File: src/rtl/ksel_pkg.sv
// ksel_pkg: shared constants and controller/datapath command and status types
// for the k-smallest selector. Depends on nothing.
package ksel_pkg;

  localparam int DEF_MAX_K       = 16;
  localparam int DEF_VALUE_WIDTH = 32;
  localparam int CFG_WIDTH       = 5;
  localparam logic [CFG_WIDTH-1:0] CFG_RESET = CFG_WIDTH'(1);

  // Controller to datapath
  typedef struct packed {
    logic insert;    // insert the accepted word into the sorted chain
    logic pop_load;  // move the head of the chain into the output register
    logic err_load;  // load the too-few error word into the output register
    logic clear;     // empty the chain for the next set
  } ksel_cmd_t;

  // Datapath to controller
  typedef struct packed {
    logic too_few;   // set held fewer values than the selected count
    logic last_word; // next popped word is the final one of the set
  } ksel_sts_t;

endpackage

File: src/rtl/ksel_in_if.sv
// ksel_in_if: valid/ready channel carrying one input word of a set.
// Depends on nothing.
interface ksel_in_if #(
  parameter int VALUE_WIDTH = 32
);
  logic                          valid;
  logic                          ready;
  logic signed [VALUE_WIDTH-1:0] sample_value;
  logic                          end_of_set;

  modport source (output valid, output sample_value, output end_of_set, input ready);
  modport sink   (input valid, input sample_value, input end_of_set, output ready);
endinterface

File: src/rtl/ksel_out_if.sv
// ksel_out_if: valid/ready channel carrying one result word.
// Depends on nothing.
interface ksel_out_if #(
  parameter int VALUE_WIDTH = 32
);
  logic                          valid;
  logic                          ready;
  logic signed [VALUE_WIDTH-1:0] result_value;
  logic                          last_result;
  logic                          too_few;

  modport source (output valid, output result_value, output last_result, output too_few,
                  input ready);
  modport sink   (input valid, input result_value, input last_result, input too_few,
                  output ready);
endinterface

File: src/rtl/k_smallest_selector.sv
// k_smallest_selector: top level of the streaming k-smallest selector.
// Depends on ksel_pkg, ksel_in_if, ksel_out_if, ksel_ctrl and ksel_dp.
//
// Usage
//   in_ch   : one word per value of a set; end_of_set marks the final one.
//             While a set is collected, in_ch.ready is high and one word is
//             taken every cycle: a chain of MAX_K compare-and-shift cells
//             keeps the smallest values in ascending order.
//   out_ch  : after the last word of a set, the select_count smallest values
//             come out in ascending order, last_result on the final one.
//             A set shorter than select_count gives one word with
//             result_value 0, last_result 1 and too_few 1.
//   cfg_*   : cfg_wr_en writes cfg_wr_data to select_count (clamped to
//             1..MAX_K). Write it only between sets.
// Flow
//   After the end word is taken, the controller enters its emit state and
//   loads the first result into the output register once that register is
//   free; then one result per cycle while out_ch.ready is high. in_ch.ready
//   drops from the cycle after the end word until the last result is loaded.
// Reset
//   Synchronous, active low: chain emptied, select_count back to 1,
//   no result pending, in_ch.ready high.
// Stall
//   A stalled result holds in the output register; emission waits, but the
//   next set starts streaming as soon as the last result is loaded.
module k_smallest_selector
  import ksel_pkg::*;
#(
  parameter int MAX_K       = DEF_MAX_K,
  parameter int VALUE_WIDTH = DEF_VALUE_WIDTH
) (
  input  logic                 clk,
  input  logic                 rst_n,
  ksel_in_if.sink              in_ch,
  ksel_out_if.source           out_ch,
  input  logic                 cfg_wr_en,
  input  logic [CFG_WIDTH-1:0] cfg_wr_data
);

  ksel_cmd_t cmd;
  ksel_sts_t sts;

  // sequencing: collect words, then drain the chain head one word at a time
  ksel_ctrl u_ctrl (
    .clk       (clk),
    .rst_n     (rst_n),
    .in_valid  (in_ch.valid),
    .in_end    (in_ch.end_of_set),
    .in_ready  (in_ch.ready),
    .out_valid (out_ch.valid),
    .out_ready (out_ch.ready),
    .sts       (sts),
    .cmd       (cmd)
  );

  // sorted chain plus output payload register
  ksel_dp #(
    .MAX_K       (MAX_K),
    .VALUE_WIDTH (VALUE_WIDTH)
  ) u_dp (
    .clk         (clk),
    .rst_n       (rst_n),
    .cfg_wr_en   (cfg_wr_en),
    .cfg_wr_data (cfg_wr_data),
    .in_value    (in_ch.sample_value),
    .cmd         (cmd),
    .sts         (sts),
    .out_value   (out_ch.result_value),
    .out_last    (out_ch.last_result),
    .out_too_few (out_ch.too_few)
  );

  // the error word always closes its set
  a_err_is_last: assert property (@(posedge clk) disable iff (!rst_n)
    (out_ch.valid && out_ch.too_few) |-> out_ch.last_result)
    else $error("too_few word without last_result");

  // taking the end word stops intake for the emit phase
  a_end_stops_intake: assert property (@(posedge clk) disable iff (!rst_n)
    (in_ch.valid && in_ch.ready && in_ch.end_of_set) |=> !in_ch.ready)
    else $error("intake still open after end of set");

  // intake reopens only once the final result of the set is loaded
  a_reopen_on_last: assert property (@(posedge clk) disable iff (!rst_n)
    $rose(in_ch.ready) |-> (out_ch.valid && out_ch.last_result))
    else $error("intake reopened before final result");

  // never insert and load the output register at once, nor pop and error-load at once
  a_single_cmd: assert property (@(posedge clk) disable iff (!rst_n)
    $onehot0({cmd.insert, cmd.pop_load, cmd.err_load}))
    else $error("conflicting datapath commands");

endmodule

File: src/rtl/ksel_ctrl.sv
// ksel_ctrl: collect/emit state machine and output-register valid flag.
// Depends on ksel_pkg.
module ksel_ctrl
  import ksel_pkg::*;
(
  input  logic      clk,
  input  logic      rst_n,
  input  logic      in_valid,
  input  logic      in_end,
  output logic      in_ready,
  output logic      out_valid,
  input  logic      out_ready,
  input  ksel_sts_t sts,
  output ksel_cmd_t cmd
);

  typedef enum logic [1:0] {
    ST_COLLECT = 2'b01,
    ST_EMIT    = 2'b10
  } ctrl_state_t;

  ctrl_state_t state_r, state_nxt;
  logic        out_valid_r, out_valid_nxt;
  logic        can_load;
  logic        accept;

  assign in_ready  = (state_r == ST_COLLECT);
  assign out_valid = out_valid_r;
  assign accept    = in_valid && in_ready;
  // output register is free or empties this cycle
  assign can_load  = !out_valid_r || out_ready;

  always_comb begin
    state_nxt     = state_r;
    out_valid_nxt = out_valid_r && !out_ready;
    cmd           = '0;
    case (state_r)
      ST_COLLECT: begin
        cmd.insert = accept;
        if (accept && in_end) begin
          state_nxt = ST_EMIT;
        end
      end
      ST_EMIT: begin
        if (can_load) begin
          out_valid_nxt = 1'b1;
          if (sts.too_few) begin
            cmd.err_load = 1'b1;
            cmd.clear    = 1'b1;
            state_nxt    = ST_COLLECT;
          end else begin
            cmd.pop_load = 1'b1;
            if (sts.last_word) begin
              cmd.clear = 1'b1;
              state_nxt = ST_COLLECT;
            end
          end
        end
      end
      default: begin
        state_nxt = ST_COLLECT;
      end
    endcase
  end

  always_ff @(posedge clk) begin
    if (!rst_n) begin
      state_r     <= ST_COLLECT;
      out_valid_r <= 1'b0;
    end else begin
      state_r     <= state_nxt;
      out_valid_r <= out_valid_nxt;
    end
  end

endmodule

File: src/rtl/ksel_dp.sv
// ksel_dp: sorted compare-and-shift chain, fill count, emit counter,
// select-count register and output payload register. Depends on ksel_pkg.
module ksel_dp
  import ksel_pkg::*;
#(
  parameter int MAX_K       = DEF_MAX_K,
  parameter int VALUE_WIDTH = DEF_VALUE_WIDTH
) (
  input  logic                          clk,
  input  logic                          rst_n,
  input  logic                          cfg_wr_en,
  input  logic [CFG_WIDTH-1:0]          cfg_wr_data,
  input  logic signed [VALUE_WIDTH-1:0] in_value,
  input  ksel_cmd_t                     cmd,
  output ksel_sts_t                     sts,
  output logic signed [VALUE_WIDTH-1:0] out_value,
  output logic                          out_last,
  output logic                          out_too_few
);

  localparam int CW = $clog2(MAX_K + 1);

  logic signed [VALUE_WIDTH-1:0] cell_r [MAX_K];
  logic signed [VALUE_WIDTH-1:0] cell_nxt [MAX_K];
  logic [MAX_K-1:0]              gt;
  logic [CW-1:0]                 count_r, count_nxt;
  logic [CW-1:0]                 idx_r, idx_nxt;
  logic [CFG_WIDTH-1:0]          cfg_r;
  logic [CW-1:0]                 k_eff;
  logic signed [VALUE_WIDTH-1:0] out_value_r;
  logic                          out_last_r;
  logic                          out_too_few_r;

  // clamp the select count into 1..MAX_K
  always_comb begin
    if (cfg_r == '0) begin
      k_eff = CW'(1);
    end else if (32'(cfg_r) > MAX_K) begin
      k_eff = CW'(MAX_K);
    end else begin
      k_eff = CW'(cfg_r);
    end
  end

  assign sts.too_few   = (idx_r == '0) && (count_r < k_eff);
  assign sts.last_word = ((idx_r + CW'(1)) == k_eff);

  // Empty cells compare as larger than anything, so the new word lands
  // at the first cell that is empty or holds a strictly larger value.
  for (genvar i = 0; i < MAX_K; i++) begin : g_cell
    assign gt[i] = !(CW'(i) < count_r) || (cell_r[i] > in_value);

    if (i == 0) begin : g_head
      always_comb begin
        cell_nxt[i] = cell_r[i];
        if (cmd.insert) begin
          if (gt[i]) cell_nxt[i] = in_value;
        end else if (cmd.pop_load) begin
          if (MAX_K > 1) cell_nxt[i] = cell_r[(MAX_K > 1) ? i + 1 : i];
        end
      end
    end else begin : g_body
      always_comb begin
        cell_nxt[i] = cell_r[i];
        if (cmd.insert) begin
          if (gt[i]) cell_nxt[i] = gt[i-1] ? cell_r[i-1] : in_value;
        end else if (cmd.pop_load) begin
          if (i < MAX_K - 1) cell_nxt[i] = cell_r[(i < MAX_K - 1) ? i + 1 : i];
        end
      end
    end
  end

  always_comb begin
    count_nxt = count_r;
    idx_nxt   = idx_r;
    if (cmd.clear) begin
      count_nxt = '0;
      idx_nxt   = '0;
    end else begin
      if (cmd.insert && (count_r < CW'(MAX_K))) count_nxt = count_r + CW'(1);
      if (cmd.pop_load) idx_nxt = idx_r + CW'(1);
    end
  end

  always_ff @(posedge clk) begin
    if (!rst_n) begin
      count_r <= '0;
      idx_r   <= '0;
      cfg_r   <= CFG_RESET;
    end else begin
      count_r <= count_nxt;
      idx_r   <= idx_nxt;
      if (cfg_wr_en) cfg_r <= cfg_wr_data;
    end
  end

  always_ff @(posedge clk) begin
    for (int j = 0; j < MAX_K; j++) begin
      cell_r[j] <= cell_nxt[j];
    end
    if (cmd.err_load) begin
      out_value_r   <= '0;
      out_last_r    <= 1'b1;
      out_too_few_r <= 1'b1;
    end else if (cmd.pop_load) begin
      out_value_r   <= cell_r[0];
      out_last_r    <= sts.last_word;
      out_too_few_r <= 1'b0;
    end
  end

  assign out_value   = out_value_r;
  assign out_last    = out_last_r;
  assign out_too_few = out_too_few_r;

endmodule
File: src/flat_wrapper.sv
// flat-port wrapper written by rule: the top's interface ports become plain ports
module k_smallest_selector_flat import ksel_pkg::*;
#(
  parameter int MAX_K       = DEF_MAX_K,
  parameter int VALUE_WIDTH = DEF_VALUE_WIDTH
)
  (clk, rst_n, cfg_wr_en, cfg_wr_data, in_ch_valid, in_ch_sample_value, in_ch_end_of_set, in_ch_ready, out_ch_valid, out_ch_result_value, out_ch_last_result, out_ch_too_few, out_ch_ready);
  ksel_in_if #(.VALUE_WIDTH(VALUE_WIDTH)) in_ch_i ();
  ksel_out_if #(.VALUE_WIDTH(VALUE_WIDTH)) out_ch_i ();
  input  logic clk;
  input  logic rst_n;
  input  logic cfg_wr_en;
  input  logic [CFG_WIDTH-1:0] cfg_wr_data;
  input wire logic [$bits(in_ch_i.valid)-1:0] in_ch_valid;
  input wire logic [$bits(in_ch_i.sample_value)-1:0] in_ch_sample_value;
  input wire logic [$bits(in_ch_i.end_of_set)-1:0] in_ch_end_of_set;
  output wire logic [$bits(in_ch_i.ready)-1:0] in_ch_ready;
  output wire logic [$bits(out_ch_i.valid)-1:0] out_ch_valid;
  output wire logic [$bits(out_ch_i.result_value)-1:0] out_ch_result_value;
  output wire logic [$bits(out_ch_i.last_result)-1:0] out_ch_last_result;
  output wire logic [$bits(out_ch_i.too_few)-1:0] out_ch_too_few;
  input wire logic [$bits(out_ch_i.ready)-1:0] out_ch_ready;
  assign in_ch_i.valid = in_ch_valid;
  assign in_ch_i.sample_value = in_ch_sample_value;
  assign in_ch_i.end_of_set = in_ch_end_of_set;
  assign in_ch_ready = in_ch_i.ready;
  assign out_ch_valid = out_ch_i.valid;
  assign out_ch_result_value = out_ch_i.result_value;
  assign out_ch_last_result = out_ch_i.last_result;
  assign out_ch_too_few = out_ch_i.too_few;
  assign out_ch_i.ready = out_ch_ready;
  k_smallest_selector #(.MAX_K(MAX_K), .VALUE_WIDTH(VALUE_WIDTH)) u_core (.clk(clk), .rst_n(rst_n), .in_ch(in_ch_i), .out_ch(out_ch_i), .cfg_wr_en(cfg_wr_en), .cfg_wr_data(cfg_wr_data));
endmodule
File: config.mk
export PLATFORM = sky130hd
export DESIGN_NAME = k_smallest_selector_flat
export DESIGN_NICKNAME = d
export VERILOG_FILES = /design/src/rtl/ksel_pkg.sv /design/src/rtl/ksel_in_if.sv /design/src/rtl/ksel_out_if.sv /design/src/rtl/k_smallest_selector.sv /design/src/rtl/ksel_ctrl.sv /design/src/rtl/ksel_dp.sv /design/src/flat_wrapper.sv
export SDC_FILE = /design/constraint.sdc
export NUM_CORES = 2
export LEC_CHECK = 0
export ABC_AREA = 1
export ABC_CLOCK_PERIOD_IN_PS = 4850
export BUFFER_PORTS_ARGS = -buffer_cell sky130_fd_sc_hd__buf_4
export CAP_MARGIN = 20
export CELL_PAD_IN_SITES_DETAIL_PLACEMENT = 1
export CELL_PAD_IN_SITES_GLOBAL_PLACEMENT = 1
export CORE_ASPECT_RATIO = 0.9
export CORE_UTILIZATION = 45
export CTS_CLUSTER_DIAMETER = 40
export DETAILED_ROUTE_END_ITERATION = 10
export PLACE_DENSITY_LB_ADDON = 0.2
export SLEW_MARGIN = 10
export SYNTH_ARGS = -nofsm -noshare
export SYNTH_HDL_FRONTEND = slang
export SYNTH_SLANG_ARGS = --single-unit
File: constraint.sdc
create_clock -name clk -period 4.85 [get_ports clk]
set_clock_uncertainty 0.15 [all_clocks]
set_input_delay 0.97 -clock clk [delete_from_list [all_inputs] [get_ports clk]]
set_output_delay 0.97 -clock clk [all_outputs]
set_load 0.02 [all_outputs]
==> reports/metrics.cfg <==
[status]
outcome=complete, no violations

[cells_and_area]
final_common_cell=nand2_1
drive_gt1_frac=0.0826
nFillCells=11500
area_delta_synth_final_pct=14.9
design_area_mm2=0.0479
final_cell_mix=2878 x nand2_1, 621 x inv_1, 519 x ha_1
seq_area_mm2=0.0164
post-route-util=0.524
final_nets=6293
multiInputGateArea_mm2=0.0218

[sta]
slew_headroom=0.252
min_period_ns=3.65
finalWorstSetupSlack_ns=1.20
setup_viol_count_final=0
fin_crit_sh=0.754
rsz0062_at_grt=false
slew_violations=0
max_freq_mhz=274
tns_ns=0
finalHoldViolCount=0
tightestPinTransition_ns=1.12

[power_and_ir_drop]
ir_drop_mv=0.290
power_density_mw_per_mm2=502
finalPower_mw=24.0
static-leakage-power_nw=26.4

[worst_setup_path]
r2r_slack_ns=1.49
required_ns=5.08
crit_path_end=u_core.u_dp.cell_r[0][91]$_DFFE_PP_
arrival_ns=3.89
worstSetupStartpointType=input port
critical_path_class=input port to flop
startpoint=in_ch_sample_value[6]
crit_fanout=18
rr_worst_depth=16
cp-end-kind=flop
r2r_end=u_core.u_dp.cell_r[0][91]$_DFFE_PP_
r2r-start=u_core.u_dp.cell_r[0][71]$_DFFE_PP_

[floorplan]
core_area_mm2=0.0914
fp.dieW_um=323
num_io_pins=79
die-height_um=291
fp.dieArea_mm2=0.0938
num_rows=105
initial_utilization=0.456

[routing]
wire_per_inst_um=19.5
viasPerCell=5.25
ant_nets=0
vias=37100
drc=0
drtIter0Drc=2132
drt-pass1-iter-count=5
wl_um=138000

[clock_tree]
tritoncts=yes
clk_pin_slew_ns=0.04
cts_buffer_depth=3
clk-insertion-delay-late_ns=0.73
cts.root.buffer_cell=clkbuf_16
cts_max_level=4
cts.sinks=564
cts_resized=0
postCtsHoldBufs=0
cts_setup_buffers=0
cts_buffers=131

[worst_hold_path]
min_path_cells=2
worstHoldPathType=flop to flop

[synth]
ys_seq_area_frac=0.394
async_flop_share=0
synth_cell_type_count=44
ys_seq_elements=564
netlist_area_mm2=0.0417
netlist_instances=5614
syn_nets=6176
synth_edf_count=512
syn_area_per_cell_um2=7.42
ys_warn_count=0
ys.flop_type=edfxtp_1

[global_routing]
grt_pass1_wl_um=219000
track_usage=0.298
grt_start_max_net_pins=177
gr-total-overflow=0
antenna_found_initial=4
grt_pass1_vias=39600

[place]
dp.final_hpwl_um=103000
portBuffers=78
placement.cell_area_mm2=0.0435
place.gp.congestion=0.895
dpl_worst_slack_ns=0.610

[run]
cap_viol_max_count=0

[layer usage]
layer | vias up | global-route usage | wire, um
met2 | 842 | 0.491 | 64000
met1 | 17900 | 0.404 | 63700
met4 | 2 | 0.0895 | 3700
li1 | 18100 | - | -
met3 | 232 | 0.0396 | 6640
met5 | - | 0 | 13
[logic make-up (layout without fill, tap and decap cells)]
kind of cell    after synthesis  in the layout  share of synthesized area
compound gates              441            441                     0.0555
xor+xnor                      8              8                    0.00168
fa+ha+maj                   519            519                      0.156
buf+inv                     816           1038                     0.0830
flops                       564            564                      0.394
other cells                   0              2                          0
simple gates               3266           3266                      0.310
[worst min path at each step]
stage                                                       from                                     end  slack, ns
final                          u_core.u_dp.out_last$_SDFFE_PP1P_       u_core.u_dp.out_last$_SDFFE_PP1P_       0.30
after detailed placement       u_core.u_dp.out_last$_SDFFE_PP1P_       u_core.u_dp.out_last$_SDFFE_PP1P_       0.30
after floorplan                u_core.u_dp.cfg_r[0]$_SDFFE_PN1P_       u_core.u_dp.cfg_r[0]$_SDFFE_PN1P_       0.30
after CTS                                         cfg_wr_data[2]       u_core.u_dp.cfg_r[2]$_SDFFE_PN0P_       0.31
after global routing                              cfg_wr_data[0]       u_core.u_dp.cfg_r[0]$_SDFFE_PN1P_       0.33
after global placement    u_core.u_dp.out_value[12]$_SDFFE_PP0P_  u_core.u_dp.out_value[12]$_SDFFE_PP0P_       0.29
[flip-flops by register name (all words and copies together) (netlist names)]
signal / count
u_core.u_dp.idx_r: 5
u_core.u_dp.out_too_few: 1
u_core.u_ctrl.out_valid: 1
u_core.u_dp.out_last: 1
u_core.u_dp.cell_r: 512
u_core.u_dp.cfg_r: 5
u_core.u_dp.count_r: 5
u_core.u_dp.out_value: 32
u_core.u_ctrl.state_r: 2
[per-stage QoR]
stage / hold slack, ns / cells
after floorplan: 0.302 / 5614
final: 0.300 / 7068
after global routing: 0.326 / 7066
after detailed placement: 0.299 / 6828
after CTS: 0.306 / 7066
after global placement: 0.294 / 6828
[cell type report]
cell class / instances / share of cell area
Sequential cell: 564 / 0.343
Inverter: 626 / 0.0492
Clock inverter: 77 / 0.0175
Clock buffer: 161 / 0.0736
Timing Repair Buffer: 174 / 0.0294
Tap cell: 1230 / 0.0321
Multi-Input combinational cell: 4234 / 0.455
Antenna cell: 2 / 0.000105
[critical path, stage by stage]
cell and delay, ns:
buf_4 0.12, inv_1 0.16, buf_4 0.32, ha_1 0.19, nand2_1 0.06, nor2_1 0.50, nand2_1 0.11, nand2_1 0.14
nand2_1 0.07, nand2_1 0.16, nand2_1 0.10, nand2_1 0.07, nand2_1 0.04, nand2_1 0.06, nand2_1 0.07, nand2_2 0.10
nand2_4 0.15, nand2_1 0.14, buf_4 0.31
[synthesized netlist by cell type, types with 49 or more instances]
library cell	count	share of area
inv_1	622	0.056
a21oi_1	261	0.031
edfxtp_1	512	0.37
nor2_1	148	0.013
clkbuf_1	95	0.0086
o21ai_0	137	0.016
nand3_1	76	0.0091
nand2_2	71	0.011
ha_1	519	0.16
dfxtp_1	52	0.025
nand2_1	2881	0.26
buf_2	49	0.0059
[report_power, final]
| group | total, mW | internal [mW] | leakage (nW) | switching (mW) |
|---|---|---|---|---|
| clock network | 8.87 | 5.88 | 2.13 | 2.98 |
| logic | 7.16 | 2.45 | 18.9 | 4.71 |
| registers | 8.00 | 6.99 | 5.34 | 1.00 |
(Power assumes the default switching activity.)
